### config.mk
export PLATFORM = sky130hd
export DESIGN_NAME = sgm_back
export DESIGN_NICKNAME = d
export VERILOG_FILES = /design/src/sgm_pkg.sv /design/src/sgm_back.sv
export SDC_FILE = /design/constraint.sdc
export NUM_CORES = 1
export LEC_CHECK = 0
export ABC_AREA = 1
export BUFFER_PORTS_ARGS = -buffer_cell sky130_fd_sc_hd__buf_2
export CAP_MARGIN = 20
export CORE_ASPECT_RATIO = 0.75
export CORE_MARGIN = 2
export CORE_UTILIZATION = 30
export CTS_BUF_LIST = sky130_fd_sc_hd__clkbuf_4
export DETAILED_ROUTE_END_ITERATION = 7
export MAX_ROUTING_LAYER = met4
export PLACE_DENSITY_LB_ADDON = 0.25
export SETUP_SLACK_MARGIN = 0.2
export SYNTH_ARGS = -nofsm -noshare
export SYNTH_HDL_FRONTEND = slang
export SYNTH_SLANG_ARGS = --single-unit
export TNS_END_PERCENT = 10
### constraint.sdc
create_clock -name clk -period 2.55 [get_ports clk]
set_input_delay 0.3825 -clock clk [delete_from_list [all_inputs] [get_ports clk]]
set_output_delay 0.3825 -clock clk [all_outputs]
set_load 0.005 [all_outputs]
### src/sgm_pkg.sv
// Shared constants and types for the Sobel gradient magnitude block.
package sgm_pkg;

	localparam int PIX_W      = 8;
	localparam int CFG_W      = 12;
	localparam int CFG_IDX_W  = 2;
	localparam int IDX_W      = 22;
	localparam int GRAD_W     = 11;
	localparam int MAG_W      = 8;
	localparam int SAT_MAX    = 255;
	localparam int MIN_SIZE   = 3;

	localparam int MAX_WIDTH_DEF  = 2048;
	localparam int MAX_HEIGHT_DEF = 2048;

	localparam logic [CFG_W-1:0] WIDTH_RESET  = CFG_W'(640);
	localparam logic [CFG_W-1:0] HEIGHT_RESET = CFG_W'(480);

	localparam logic [CFG_IDX_W-1:0] REG_IMAGE_WIDTH  = CFG_IDX_W'(0);
	localparam logic [CFG_IDX_W-1:0] REG_IMAGE_HEIGHT = CFG_IDX_W'(1);

	// result queue between the window front end and the magnitude stage
	localparam int Q_DEPTH = 4;
	localparam int Q_PTR_W = $clog2(Q_DEPTH);
	localparam int Q_CNT_W = $clog2(Q_DEPTH + 1);

	typedef struct packed {
		logic signed [GRAD_W-1:0] hs;
		logic signed [GRAD_W-1:0] vs;
		logic [IDX_W-1:0]         idx;
	} grad_t;

endpackage

### src/sgm_back.sv
// Back end: |H|+|V| with saturation into the output register.
module sgm_back (
	input  logic                      clk,
	input  logic                      arst_n,
	input  logic                      avail,
	input  sgm_pkg::grad_t            head,
	output logic                      pop,
	output logic                      out_valid,
	input  logic                      out_ready,
	output logic [sgm_pkg::MAG_W-1:0] magnitude,
	output logic [sgm_pkg::IDX_W-1:0] out_index
);

	localparam int GW = sgm_pkg::GRAD_W;
	localparam int SW = GW + 1;

	logic [GW-1:0] abs_h, abs_v;
	logic [SW-1:0] sum;
	logic [sgm_pkg::MAG_W-1:0] mag;

	logic                      out_valid_q;
	logic [sgm_pkg::MAG_W-1:0] magnitude_q;
	logic [sgm_pkg::IDX_W-1:0] out_index_q;

	always_comb begin
		abs_h = head.hs[GW-1] ? GW'(-head.hs) : GW'(head.hs);
		abs_v = head.vs[GW-1] ? GW'(-head.vs) : GW'(head.vs);
		sum   = SW'(abs_h) + SW'(abs_v);
		mag   = (sum > SW'(sgm_pkg::SAT_MAX)) ? sgm_pkg::MAG_W'(sgm_pkg::SAT_MAX)
		                                      : sgm_pkg::MAG_W'(sum);
	end

	assign pop = avail && (!out_valid_q || out_ready);

	always_ff @(posedge clk or negedge arst_n) begin
		if (!arst_n) begin
			out_valid_q <= 1'b0;
		end else if (pop) begin
			out_valid_q <= 1'b1;
		end else if (out_ready) begin
			out_valid_q <= 1'b0;
		end
	end

	always_ff @(posedge clk) begin
		if (pop) begin
			magnitude_q <= mag;
			out_index_q <= head.idx;
		end
	end

	assign out_valid = out_valid_q;
	assign magnitude = magnitude_q;
	assign out_index = out_index_q;

endmodule
==> results of run 1 <==
## metal layers
| layer | wire length (um) | vias up | track usage [%] |
|---|---|---|---|
| li1 | - | 970 | - |
| met1 | 2540 | 813 | 19.6 |
| met2 | 2250 | 24 | 18.4 |
| met3 | 175 | 3 | 3.25 |
| met4 | 16 | 0 | 2.74 |
| met5 | 0 | - | - |
## state kept, by name (all words and copies together), names as in the netlist
register and cells:
magnitude 8, out_index 22, out_valid 1
## synth_stat cells
library cell,count
a21oi_1,7
a21oi_2,1
and3_1,1
clkbuf_1,2
dfrtp_1,1
edfxtp_1,30
fa_1,1
ha_1,13
inv_1,37
nand2_1,53
nand2_2,4
nand3_1,23
nand3b_1,1
nand4_1,2
nand4_2,1
nor2_1,15
nor2_2,3
nor2_4,2
nor3_1,2
nor4_1,1
o21ai_0,5
o21ai_1,2
xnor2_1,5
xor2_1,17
## area by class of cell
class / count / area (um^2)
Clock buffer: 6 / 45.0
Clock inverter: 2 / 8.76
Fill cell: 640 / 3540
Inverter: 37 / 156
Multi-Input combinational cell: 159 / 1030
Sequential cell: 31 / 926
Tap cell: 81 / 101
Timing Repair Buffer: 106 / 601
## kinds of logic after synthesis
kind of cell	count (synthesis)	synth area share (%)
xor gates and xnor gates	22	9.55
adders and majority gates	14	9.05
DFF	31	45.9
AOI/OAI and AO/OA	15	3.91
buffers and inverters	39	7.25
and+or+nand+nor	108	24.4
## cell usage in the layout (no fill, tap or decap), drive strengths merged
master,n
inv,37
o21ai,7
buf,105
nor4,1
dfrtp,1
dlygate4sd3,1
a21oi,8
nor2,20
clkinv,2
nand4,3
xnor2,5
edfxtp,30
xor2,17
clkbuf,6
nand3b,1
nand3,23
fa,1
nor3,2
nand2,57
ha,13
and3,1
## stage by stage
step | utilization (%) | std cells | worst slack [ns] | setup TNS, ns
finish | 44.7 | 422 | 0.0869 | 0
detailed placement | 43.1 | 410 | -0.304 | -2.36
global route | 44.7 | 422 | -0.132 | -0.920
floorplan | - | 229 | 0.132 | 0
CTS | 44.2 | 419 | 0.106 | 0
global placement | 43.1 | 410 | -0.242 | -1.91
## power by group
group          total (uW)  internal, uW  switching, uW  leakage (uW)
sequential            615           605           9.64      0.000284
combinational         583           260            323       0.00107
clock                 277           114            163     0.0000331
total                1470           979            495       0.00139
## final timing paths
path                       startpoint       endpoint  slack [ns]
max reg2reg                 out_valid   out_index[7]        1.13
max in group asynchronous      arst_n      out_valid        2.11
min reg2reg                 out_valid      out_valid        0.57
min                          head[14]  out_index[14]        0.22
min in group asynchronous      arst_n      out_valid        0.35
max                          head[23]   magnitude[6]        0.09
## timing repair
action	4_1_cts	5_1_grt
resized for setup	2	2
buffers inserted	0	3
pin swaps	6	6
endpoints found under the setup margin	8	8
hold endpoints to repair	1	0
hold buffers	1	0
cloned	0	0
## worst max-delay path, cell delays in order
cell and delay [ns]:
buf_2 0.14, inv_12 0.06, ha_4 0.13, nand3_2 0.07
nand3b_1 0.19, nor2_1 0.12, nand2_1 0.06, nand2_1 0.07
xnor2_1 0.08, ha_1 0.36, nand2_2 0.14, nor2_4 0.06
nand2_1 0.12, nand3_1 0.08, nand2_1 0.08, nand2_2 0.06
nor2_4 0.21, nand3_1 0.11
==> results.yml, run 1 <==
floorplan:
  die_y_um: 75.0
  fp-row-count: 25
  core_um2: 6410
  initial_core_util_pct: 31.5
  die_area_um2: 7410
  ios: 80
  fp.dieW_um: 98.7
sta:
  slew_viol_final: 0
  fin_crit_ns: 2.46
  worstMarginPinSlew_ns: 0.420
  setup-violations-final: 0
  finalHoldViolCount: 0
  relSlewSlack_pct: 71.7
  rsz0062_at_grt: "true"
  fmax_ghz: 0.406
  hold_slack_ns: 0.219
  finalCritPeriodShare_pct: 96.6
  clock_skew_ns: 0.0114
detailed_routing:
  dr.pass1.iters: 4
  vias: 1810
  wire_per_inst_um: 11.8
  ant_nets: 0
  drt-vias-per-instance: 4.29
  drc_errors: 0
  drt_iter0_drc: 67
  drt-total-wl_um: 4980
pwr:
  p_leak_uw: 0.00139
  peakVddDrop_mv: 0.227
  p_total_uw: 1470
  power.density_nw_per_um2: 514
layout:
  num-nets-final: 402
  postLayoutCellArea_um2: 2870
  syn2layout_area_growth_pct: 42.2
  drive_gt1_share_pct: 41.3
  antenna_cells: 0
clock_network:
  path_clk_slew_ns: 0.10
  clock_path_buffers: 2
  cts_max_level: 2
  cts_sinks: 31
  clock_latency_ns: 0.33
  numCtsBuffers: 5
  cts-root-buf: "clkbuf_4"
  tritoncts: "built"
synthesis:
  synth.avg_cell_area_um2: 8.81
  syn_nets: 291
  synth.distinct_cells: 24
  yosys.area.top_type: "edfxtp_1"
  synth_top_area_share_pct: 44.6
  ys_top_cells_by_area: "edfxtp_1, nand2_1, ha_1"
  synth_seq_cells: 31
  yosysSeqAreaShare_pct: 45.9
  syn_inst: 229
  synth_area_um2: 2020
  ys_warn_count: 0
critical_path:
  cp_max_fo: 8
  arrival_ns: 2.53
  crit_type: "input port to register"
  required_ns: 2.61
  endpoint_kind: "register"
  reg2reg_depth: 2
  start_kind: "input port"
placed_design:
  hpwl_um: 4170
  io_buffer_count: 79
  gp_congestion: 0.829
  dpl_cell_area_um2: 2760
run_status:
  status: "finished clean"
grt:
  grt_max_degree: 13
  grt_usage_pct: 13.3
  grt_pass1_wl_um: 7570
  grt_pass1_vias: 1659
  antenna_found_initial: 0
  overflow: 0
job:
  cap_violations: 0
hold_path:
  hold_class: "input port to register"
  hold_path_depth: 1
Note: power is estimated with default switching activity, not from simulation.
==> run 2: changes to the inputs <==
--- a/config.mk
+++ b/config.mk
@@ -6,7 +6,7 @@
 export NUM_CORES = 1
 export LEC_CHECK = 0
 export ABC_AREA = 1
-export BUFFER_PORTS_ARGS = -buffer_cell sky130_fd_sc_hd__buf_2
+export BUFFER_PORTS_ARGS = -buffer_cell sky130_fd_sc_hd__buf_4
 export CAP_MARGIN = 20
 export CORE_ASPECT_RATIO = 0.75
 export CORE_MARGIN = 2
@@ -15,6 +15,7 @@
 export DETAILED_ROUTE_END_ITERATION = 7
 export MAX_ROUTING_LAYER = met4
 export PLACE_DENSITY_LB_ADDON = 0.25
+export RECOVER_POWER = 50
 export SETUP_SLACK_MARGIN = 0.2
 export SYNTH_ARGS = -nofsm -noshare
 export SYNTH_HDL_FRONTEND = slang
==> results.yml, run 2 (synthesized netlist as in run 1, its figures left out) <==
clock_network:
  tritoncts: "built"
  clock_latency_ns: 0.33
  path_clk_slew_ns: 0.10
  cts-root-buf: "clkbuf_4"
  numCtsBuffers: 5
  cts_sinks: 31
  clock_path_buffers: 2
  cts_max_level: 2
detailed_routing:
  drt-total-wl_um: 5260
  drt_iter0_drc: 72
  drt-vias-per-instance: 4.35
  drc_errors: 0
  dr.pass1.iters: 4
  wire_per_inst_um: 12.4
  ant_nets: 0
  vias: 1843
floorplan:
  core_um2: 6410
  fp-row-count: 25
  ios: 80
  initial_core_util_pct: 31.5
  die_y_um: 75.0
  die_area_um2: 7410
  fp.dieW_um: 98.7
layout:
  final_common_cell: "buf_4"
  syn2layout_area_growth_pct: 56.2
  fill_cells: 620
  largest_register_ffs: 22
  final-seq-area_um2: 926
  drive_gt1_share_pct: 43.4
  multi_input_area_um2: 1060
  layout.cells.non_filler: 424
  antenna_cells: 0
  num-nets-final: 404
  final_cell_mix: "buf_4, nand2_1, clkbuf_4"
sta:
  clock_skew_ns: 0.00766
  slew_viol_final: 0
  finalHoldViolCount: 0
  fin_crit_ns: 2.48
  fmax_ghz: 0.404
  worstMarginPinSlew_ns: 0.825
  worst_slack_ns: 0.0724
  setup-violations-final: 0
  finalCritPeriodShare_pct: 97.2
  relSlewSlack_pct: 45.0
  rsz0062_at_grt: "true"
placed_design:
  hpwl_um: 4340
  gp_congestion: 0.830
  dp_cells: 411
  dp_slack_ns: -0.349
  io_buffer_count: 79
critical_path:
  endpoint_kind: "register"
  reg2reg_depth: 2
  start_kind: "input port"
  crit_type: "input port to register"
  required_ns: 2.64
  cp_max_fo: 8
  arrival_ns: 2.56
grt:
  grt_pass1_vias: 1630
  grt_usage_pct: 13.3
  antenna_found_initial: 0
  grt_max_degree: 14
  overflow: 0
  grt_pass1_wl_um: 7650
pwr:
  peakVddDrop_mv: 0.220
  power.density_nw_per_um2: 508
  p_leak_uw: 0.00148
  p_total_uw: 1600
job:
  cap_violations: 0
hold_path:
  hold_path_depth: 1
  hold_class: "input port to register"
run_status:
  status: "finished clean"
==> run 2: changes by cell type in the layout (fill, tap and decap cells not counted), moves of 2 or more <==
| cell | delta |
|---|---|
| clkbuf_4 | +36 |
| nor2_1 | -2 |
| buf_4 | +40 |
| buf_2 | -79 |
| nand3_1 | -6 |
| nand3_2 | +5 |
| buf_8 | +2 |
| nor2_2 | +2 |
| buf_12 | +2 |
==> run 2: through the flow <==
stage | util (%) | setup TNS, ns | cell area (um^2) | hold WS [ns]
final | 49.2 | 0 | 3150 | 0.246
after CTS | 47.6 | 0 | 3050 | 0.213
after floorplan | - | 0 | 2090 | 0.0869
after global routing | 49.2 | -0.474 | 3150 | 0.225
after detailed placement | 46.3 | -2.68 | 2970 | 0.159
after global placement | 46.3 | -1.85 | 2970 | 0.159
==> run 2: timing repair <==
action                                  in CTS  in global routing
buffers inserted                             1                  3
resized for setup                            3                 18
pin swaps                                    7                 20
endpoints found under the setup margin       8                  8
hold buffers                                 1                  0
hold endpoints to repair                     1                  0
==> run 2: worst paths after layout <==
kind                            from       endpoint  slack (ns)
max                         head[34]   magnitude[1]        0.07
min                         head[14]  out_index[14]        0.25
max reg2reg                out_valid  out_index[10]        0.82
min reg2reg                out_valid      out_valid        0.52
max in group asynchronous     arst_n      out_valid        2.08
min in group asynchronous     arst_n      out_valid        0.39
==> run 2: final cells by class <==
type	count	area share (%)
flip-flops and latches	31	29.4
clock buffers	6	1.43
inverters	37	5.04
multi-input cells	159	33.8
clock inverters	2	0.238
repair buffers	108	26.9
well taps	81	3.21
==> run 2: per-layer routing <==
| metal | part of all wire [%] | global-route usage, % | vias up |
|---|---|---|---|
| li1 | - | - | 979 |
| met5 | 0 | - | - |
| met2 | 47 | 19.0 | 37 |
| met1 | 50 | 19.7 | 823 |
| met3 | 3.1 | 2.60 | 4 |
| met4 | 0.68 | 2.59 | 0 |
==> run 2: worst max-delay path, stage by stage <==
cell and delay, ns:
buf_4 0.11, inv_2 0.07, ha_4 0.13, inv_2 0.04, nor3_4 0.14, nand4_1 0.15, o21ai_1 0.17, xnor2_1 0.14
ha_1 0.31, nand2_2 0.14, inv_2 0.05, a21oi_2 0.15, nand3_1 0.10, nand2_1 0.08, nand2_2 0.06, nor2_4 0.12
buf_12 0.14, nand3_2 0.06
==> run 2: report_power, final <==
part | switching (uW) | internal, uW | total, uW
Sequential | 9.73 | 605 | 615
Clock | 162 | 113 | 275
Combinational | 368 | 344 | 711
