==> config.mk <==
export PLATFORM = sky130hd
export DESIGN_NAME = sgm_queue
export DESIGN_NICKNAME = d
export VERILOG_FILES = /design/src/sgm_pkg.sv /design/src/sgm_queue.sv
export SDC_FILE = /design/constraint.sdc
export NUM_CORES = 1
export LEC_CHECK = 0
export BUFFER_PORTS_ARGS = -buffer_cell sky130_fd_sc_hd__clkbuf_2
export CORE_ASPECT_RATIO = 0.9
export CORE_UTILIZATION = 55
export DETAILED_ROUTE_END_ITERATION = 6
export PLACE_DENSITY = 0.86
export REMOVE_ABC_BUFFERS = 1
export SYNTH_ARGS = -nofsm -noshare
export SYNTH_HDL_FRONTEND = slang
export SYNTH_SLANG_ARGS = --single-unit
export TNS_END_PERCENT = 30
==> constraint.sdc <==
create_clock -name clk -period 5.4 [get_ports clk]
set_clock_uncertainty 0.15 [all_clocks]
set_input_delay 1.62 -clock clk [delete_from_list [all_inputs] [get_ports clk]]
set_output_delay 1.62 -clock clk [all_outputs]
set_load 0.01 [all_outputs]
==> src/sgm_pkg.sv <==
// Shared constants and types for the Sobel gradient magnitude block.
package sgm_pkg;

	localparam int PIX_W      = 8;
	localparam int CFG_W      = 12;
	localparam int CFG_IDX_W  = 2;
	localparam int IDX_W      = 22;
	localparam int GRAD_W     = 11;
	localparam int MAG_W      = 8;
	localparam int SAT_MAX    = 255;
	localparam int MIN_SIZE   = 3;

	localparam int MAX_WIDTH_DEF  = 2048;
	localparam int MAX_HEIGHT_DEF = 2048;

	localparam logic [CFG_W-1:0] WIDTH_RESET  = CFG_W'(640);
	localparam logic [CFG_W-1:0] HEIGHT_RESET = CFG_W'(480);

	localparam logic [CFG_IDX_W-1:0] REG_IMAGE_WIDTH  = CFG_IDX_W'(0);
	localparam logic [CFG_IDX_W-1:0] REG_IMAGE_HEIGHT = CFG_IDX_W'(1);

	// result queue between the window front end and the magnitude stage
	localparam int Q_DEPTH = 4;
	localparam int Q_PTR_W = $clog2(Q_DEPTH);
	localparam int Q_CNT_W = $clog2(Q_DEPTH + 1);

	typedef struct packed {
		logic signed [GRAD_W-1:0] hs;
		logic signed [GRAD_W-1:0] vs;
		logic [IDX_W-1:0]         idx;
	} grad_t;

endpackage

==> src/sgm_queue.sv <==
// Short queue of gradient sums between the front end and the magnitude stage.
module sgm_queue (
	input  logic                        clk,
	input  logic                        arst_n,
	input  logic                        push,
	input  sgm_pkg::grad_t              push_data,
	input  logic                        pop,
	output logic                        avail,
	output sgm_pkg::grad_t              head,
	output logic [sgm_pkg::Q_CNT_W-1:0] count
);

	localparam int PTW = sgm_pkg::Q_PTR_W;
	localparam int CTW = sgm_pkg::Q_CNT_W;

	sgm_pkg::grad_t entries_q [sgm_pkg::Q_DEPTH];
	logic [PTW-1:0] wr_ptr_q, rd_ptr_q;
	logic [CTW-1:0] count_q;

	assign avail = (count_q != '0);
	assign head  = entries_q[rd_ptr_q];
	assign count = count_q;

	always_ff @(posedge clk or negedge arst_n) begin
		if (!arst_n) begin
			wr_ptr_q <= '0;
			rd_ptr_q <= '0;
			count_q  <= '0;
		end else begin
			if (push) begin
				wr_ptr_q <= (wr_ptr_q == PTW'(sgm_pkg::Q_DEPTH - 1)) ? '0 : wr_ptr_q + PTW'(1);
			end
			if (pop) begin
				rd_ptr_q <= (rd_ptr_q == PTW'(sgm_pkg::Q_DEPTH - 1)) ? '0 : rd_ptr_q + PTW'(1);
			end
			if (push && !pop) begin
				count_q <= count_q + CTW'(1);
			end else if (pop && !push) begin
				count_q <= count_q - CTW'(1);
			end
		end
	end

	always_ff @(posedge clk) begin
		if (push) begin
			entries_q[wr_ptr_q] <= push_data;
		end
	end

endmodule

==> results of run 1 <==
-- sequential cells by signal, summed over array words and instances, names as in the netlist --
signal	cells
count	3
entries_q	176
rd_ptr_q	2
wr_ptr_q	2
-- power breakdown --
| group | internal, mW | leakage, nW | switching, mW |
|---|---|---|---|
| sequential | 1.82 | 1.70 | 0.229 |
| clock | 0.872 | 0.321 | 0.512 |
| combinational | 0.536 | 0.838 | 0.460 |
| total | 3.23 | 2.86 | 1.20 |
-- cell families (layout without fill, tap and decap cells) --
group | Yosys count | after routing | share of synthesized area [%]
AO/OA/AOI/OAI | 2 | 2 | 0.1468
flip-flops | 183 | 183 | 80.06
multiplexers | 47 | 47 | 15.35
XOR/XNOR | 3 | 3 | 0.3853
AND/OR/NAND/NOR | 10 | 10 | 0.7338
buffers and inverters | 14 | 135 | 1.926
adder cells (fa/ha/maj) | 7 | 7 | 1.394
-- layer usage --
metal | wire length (µm) | share of wire, % | up-vias
li1 | - | - | 1351
met1 | 4640 | 40 | 1589
met2 | 5940 | 52 | 86
met3 | 693 | 6.0 | 17
met4 | 177 | 1.5 | 2
met5 | 15 | 0.13 | -
-- final timing paths --
kind | end | cells after the start
setup / recovery | head[29] | 2
hold / removal | count[2]$_DFFE_PN0P_ | 1
setup reg to reg | entries_q[0][23]$_DFFE_PP_ | 4
hold reg to reg | count[2]$_DFFE_PN0P_ | 1
max in group asynchronous | rd_ptr_q[0]$_DFFE_PN0P_ | 1
min in group asynchronous | count[0]$_DFFE_PN0P_ | 1
-- Yosys cell counts --
master      n  share of area (%)
o21ai_0     2               0.15
xor2_1      2               0.26
nand2_1     2               0.11
ha_1        6                1.1
inv_1       4               0.22
xnor2_1     1               0.13
mux4_1      6                2.3
buf_12      4                1.2
fa_1        1               0.29
dfrtp_1     7                2.6
or3_1       1              0.092
buf_2       5               0.37
nor2_1      3               0.17
edfxtp_1  176                 77
mux2_2      3               0.50
mux4_2     38                 13
buf_6       1               0.17
and2_1      4               0.37
-- placed cells by master (no fill, tap or decap), types with 2 or more instances in the layout --
cell type	netlist	routed
mux2_2	3	3
edfxtp_1	176	176
mux4_1	6	6
xor2_1	2	2
clkinv_4	0	2
clkinvlp_4	0	3
clkinv_2	0	2
mux4_2	38	38
nor2_1	3	3
buf_4	0	4
o21ai_0	2	2
ha_1	6	6
bufinv_16	0	6
nand2_1	2	2
clkbuf_16	0	17
dfrtp_1	7	5
and2_2	0	4
clkbuf_2	0	95
inv_1	4	4
-- cell type report --
type / count / area (µm²) / share of cell area, %
inverters: 4 / 15.01 / 0.1855
multi-input cells: 69 / 1234 / 15.24
clock inverters: 15 / 250.2 / 3.091
clock buffers: 17 / 425.4 / 5.255
flip-flops and latches: 183 / 5465 / 67.51
repair buffers: 99 / 505.5 / 6.244
well taps: 160 / 200.2 / 2.473
-- metrics by stage --
step	util, %	instances
5_1_grt	67.03	547
3_5_place_dp	61.44	515
3_3_place_gp	61.44	515
6_report	67.03	547
4_1_cts	67.03	547
2_1_floorplan	-	256
-- critical path: cells and delay by family, from the launching register on --
| family | cells | cell delay (ps) |
|---|---|---|
| buffers and inverters | 1 | 150 |
| flip-flops | 1 | 1020 |
| multiplexers | 1 | 680 |
==> reports/metrics.csv, run 1 <==
stage,metric,value,unit
timing,Final Setup Violations,0,
drt,Routed WL per cell,20.96,µm
drt,DR vias,3045,
critical_path,crit path from,rd_ptr_q[0]$_DFFE_PN0P_,
timing,post-route setup slack,1335,ps
global_routing,initial antenna violation count,1,
die,Initial Util,56.48,%
cts,post-CTS resize count,0,
drt,starting DRC count in detailed routing,135,
outcome,status,completed,
timing,fin crit share,75.27,%
drt,final antenna-violating net count,0,
timing,WHS,356.3,ps
flow_run,Max Cap Viol,0,
place,"Cell Area, Placed",7420,µm²
cts,CTS max path bufs,2,
cts,post-CTS setup buffers,0,
synth,sequential area share after synthesis,80.06,%
critical_path,critical path type,flop to output port,
die,die area,12850,µm²
die,FP Rows,38,
hold_path,Hold WC Path Type,flop to flop,
place,Port Buffers,95,
final_layout,fill cell count,784,
critical_path,crit path max fanout,47,
place,HPWL after DPL,6.886,mm
place,Placement Setup Slack,1732,ps
power_and_ir_drop,leakage power,2.857,nW
critical_path,crit path cell chain,"mux4_1, clkbuf_2",
global_routing,global route overflow,0,
critical_path,critical path endpoint category,output port,
cts,clk sinks,183,
global_routing,met3 Usage GRT,6.886,%
die,chip height,107.6,µm
hold_path,hold_sp,count[2]$_DFFE_PN0P_,
critical_path,CP max stage cell,dfrtp_4,
die,core region area,12080,µm²
drt,DRT Pass-1 Iters,4,
cts,htree depth,4,
cts,clock transition at the registers of the reported paths,70,ps
global_routing,M2 GR Usage,31.56,%
final_layout,fraction of layout cells with a size suffix above 1,45.99,%
drt,DRC viols,0,
synth,cell area after synthesis,6820,µm²
synth,Synth Instances,266,
global_routing,first-pass GRT wire length,17.53,mm
final_layout,Inserted Diodes,0,
timing,Final min period,4065,ps
timing,max-slew violations,0,
synth,post-synthesis cell type count,18,
timing,worst slew pin tran,1095,ps
drt,DR vias/cell,5.567,
synth,yosys warns,0,
global_routing,largest net degree at the start of global routing,48,
global_routing,global routing's busiest layer,met2,
synth,Synth Register Bits,183,
cts,Root Buffer,clkbuf_16,
power_and_ir_drop,PD cells,547.6,nW/µm²
critical_path,CP peak stage delay,1020,ps
power_and_ir_drop,Power Total,4.433,mW
synth,Synth Area per Inst,25.64,µm²
power_and_ir_drop,peak supply drop,275.5,µV
final_layout,final net count,429,
place,Final Wtd Congestion,0.6821,
die,die width,119.4,µm
cts,Skew-Pair Late Insertion Delay,420,ps
drt,WL final,11.47,mm
final_layout,design area,8095,µm²
critical_path,Required @ worst endpoint,3630,ps
critical_path,FF-to-FF Start,wr_ptr_q[0]$_DFFE_PN0P_,
final_layout,Layout Area Growth over Synthesis,18.69,%
global_routing,GRT Total Usage,19.63,%
critical_path,crit path launch type,flop,
timing,Slew HR,27.02,%
timing,Setup TNS,0,ps
global_routing,number of global-route vias before repair,3204,
critical_path,R2R Setup Slk,3190,ps
critical_path,crit path DAT,2290,ps
global_routing,met1 Use GR,24.28,%
timing,unrepaired setup endpoints after global routing,no,
die,IO Pins,96,
cts,"Hold-fix buffers, CTS",0,
cts,TritonCTS clock tree,yes,
timing,fmax,0.2460,GHz
timing,Final Hold Fails,0,
cts,CTS buffer count,17,
(Power assumes the default switching activity.)
==> run 2: changes to the inputs <==
Clock period 5.4 ns to 4 ns, I/O delays scaled along.
==> reports/metrics.csv, run 2 (synthesis results as in run 1) <==
stage,metric,value,unit,change
global_routing,largest net degree at the start of global routing,30,,-38%
final_layout,fraction of layout cells with a size suffix above 1,46.06,%,+0.061 points
critical_path,r2r worst-path depth,4,,unchanged
die,core region area,12080,µm²,unchanged
final_layout,Layout Area Growth over Synthesis,19.67,%,
power_and_ir_drop,peak supply drop,685.7,µV,+150%
die,chip height,107.6,µm,unchanged
final_layout,final core utilization,67.58,%,+0.55 points
timing,Final min period,3514,ps,
flow_run,Max Cap Viol,0,,unchanged
drt,DRT Pass-1 Iters,4,,unchanged
cts,post-CTS resize count,0,,unchanged
critical_path,"delay-heaviest family, CP",flip-flops,,
global_routing,GRT Total Usage,19.28,%,-0.35 points
die,die area,12850,µm²,unchanged
timing,fin crit share,87.85,%,
drt,DR vias,3058,,+0.43%
cts,post-CTS setup buffers,0,,unchanged
critical_path,critical path endpoint category,output port,,
cts,Root Buffer,clkbuf_16,,
final_layout,largest reg by FF count,entries_q,,
global_routing,number of global-route vias before repair,3246,,+1.3%
power_and_ir_drop,PD cells,736.4,nW/µm²,+34%
timing,Final Setup Violations,0,,unchanged
global_routing,first-pass GRT wire length,17.33,mm,-1.1%
drt,Routed WL per cell,20.49,µm,-2.3%
cts,htree depth,4,,unchanged
critical_path,crit path cell chain,"buf_4, mux4_1, clkbuf_2",,
place,HPWL after DPL,6.914,mm,+0.40%
timing,worst slew pin tran,713.8,ps,-380.8 ps
critical_path,CP peak stage delay,690,ps,-330 ps
critical_path,CP max stage cell,dfrtp_4,,
die,IO Pins,96,,unchanged
drt,DR vias/cell,5.530,,-0.66%
outcome,status,completed,,
critical_path,R2R Setup Slk,1860,ps,-1330 ps
critical_path,Required @ worst endpoint,2650,ps,-980 ps
timing,fmax,0.2846,GHz,
global_routing,global route overflow,0,,unchanged
cts,CTS max path bufs,2,,unchanged
hold_path,Hold WC Path Type,flop to flop,,
place,Port Buffers,95,,unchanged
final_layout,final net count,435,,+1.4%
die,FP Rows,38,,unchanged
timing,max-slew violations,0,,unchanged
critical_path,FF-to-FF Start,wr_ptr_q[0]$_DFFE_PN0P_,,
cts,TritonCTS clock tree,yes,,
cts,clock transition at the registers of the reported paths,60,ps,about the same
critical_path,critical path type,flop to output port,,
timing,Final Hold Fails,0,,unchanged
drt,WL final,11.33,mm,-1.2%
critical_path,worst r2r dst,entries_q[2][15]$_DFFE_PP_,,
final_layout,most frequent cells in the layout,"edfxtp_1 (176), clkbuf_2 (95), mux4_2 (38), clkbuf_16 (17), buf_4 (7)",,
cts,"Hold-fix buffers, CTS",0,,unchanged
timing,unrepaired setup endpoints after global routing,no,,
drt,final antenna-violating net count,0,,unchanged
drt,DRC viols,0,,unchanged
critical_path,crit path launch type,flop,,
timing,WHS,353.8,ps,-2.535 ps
final_layout,max FFs per register,176,,unchanged
place,placed cells,521,,+1.2%
final_layout,final non-filler cell total,553,,+1.1%
die,Initial Util,56.48,%,unchanged
drt,starting DRC count in detailed routing,233,,+73%
global_routing,initial antenna violation count,0,,-1
timing,Slew HR,52.41,%,+25 points
timing,Setup TNS,0,ps,unchanged
final_layout,Inserted Diodes,0,,unchanged
hold_path,hold_sp,count[2]$_DFFE_PN0P_,,
final_layout,"commonest non-fill, non-tap cell in the layout",edfxtp_1,,
hold_path,worst hold stages,1,,unchanged
critical_path,crit path DAT,2160,ps,-130 ps
critical_path,crit path max fanout,23,,-51%
power_and_ir_drop,leakage power,2.892,nW,+1.2%
cts,Skew-Pair Late Insertion Delay,420,ps,about the same
place,Final Wtd Congestion,0.7000,,+2.6%
hold_path,Worst Hold End,count[2]$_DFFE_PN0P_,,
critical_path,CP bufs+invs,2,,+1
cts,CTS buffer count,17,,unchanged
die,die width,119.4,µm,unchanged
cts,clk sinks,183,,unchanged
==> run 2: changes by cell type in the layout (fill, tap and decap cells not counted), sizes merged <==
cell,change
buf,+6
clkbuf,+1
clkinv,+2
clkinvlp,-1
inv,-2
==> run 2: worst reg2reg max path, cell delays in order, from the launching register on <==
cell	delay, ps
dfrtp_1	420
inv_1	120
ha_1	150
and2_2	590
buf_4	400
==> run 2: through the flow <==
stage	total power [mW]	worst slack [ps]	area, µm²
2_1_floorplan	3.611	95.84	6704
3_3_place_gp	4.198	870.9	7502
3_5_place_dp	4.260	872.2	7502
4_1_cts	6.098	417.1	8162
5_1_grt	6.272	332.3	8162
6_report	6.010	486.1	8162
==> run 2: cell type report <==
type	count	area [µm²]
clock buffers	18	429.2
clock inverters	14	230.2
fillers	791	3915
inverters	4	15.01
multi-input cells	69	1234
flip-flops and latches	183	5465
well taps	160	200.2
repair buffers	105	588.1
==> run 2: how the worst max path moves through the flow <==
stage | slack [ps] | cells past startpoint | endpoint | from
after floorplan | 100 | 1 | head[28] | rd_ptr_q[0]$_DFFE_PN0P_
after global placement | 870 | 3 | head[31] | rd_ptr_q[0]$_DFFE_PN0P_
after CTS | 420 | 3 | head[31] | rd_ptr_q[0]$_DFFE_PN0P_
final | 490 | 3 | head[31] | rd_ptr_q[0]$_DFFE_PN0P_
after global routing | 330 | 3 | head[31] | rd_ptr_q[0]$_DFFE_PN0P_
after detailed placement | 870 | 3 | head[31] | rd_ptr_q[0]$_DFFE_PN0P_
==> run 2: layer usage <==
| metal | global-route usage, % | vias up | share of wire, % |
|---|---|---|---|
| li1 | - | 1363 | - |
| met5 | 0 | - | 0 |
| met2 | 31.15 | 82 | 51 |
| met4 | 8.571 | 0 | 1.6 |
| met1 | 23.91 | 1593 | 42 |
| met3 | 6.568 | 20 | 5.6 |
==> run 2: power by group <==
group	internal [mW]	switching (mW)
combinational	0.770	0.760
sequential	2.47	0.184
clock	1.17	0.665
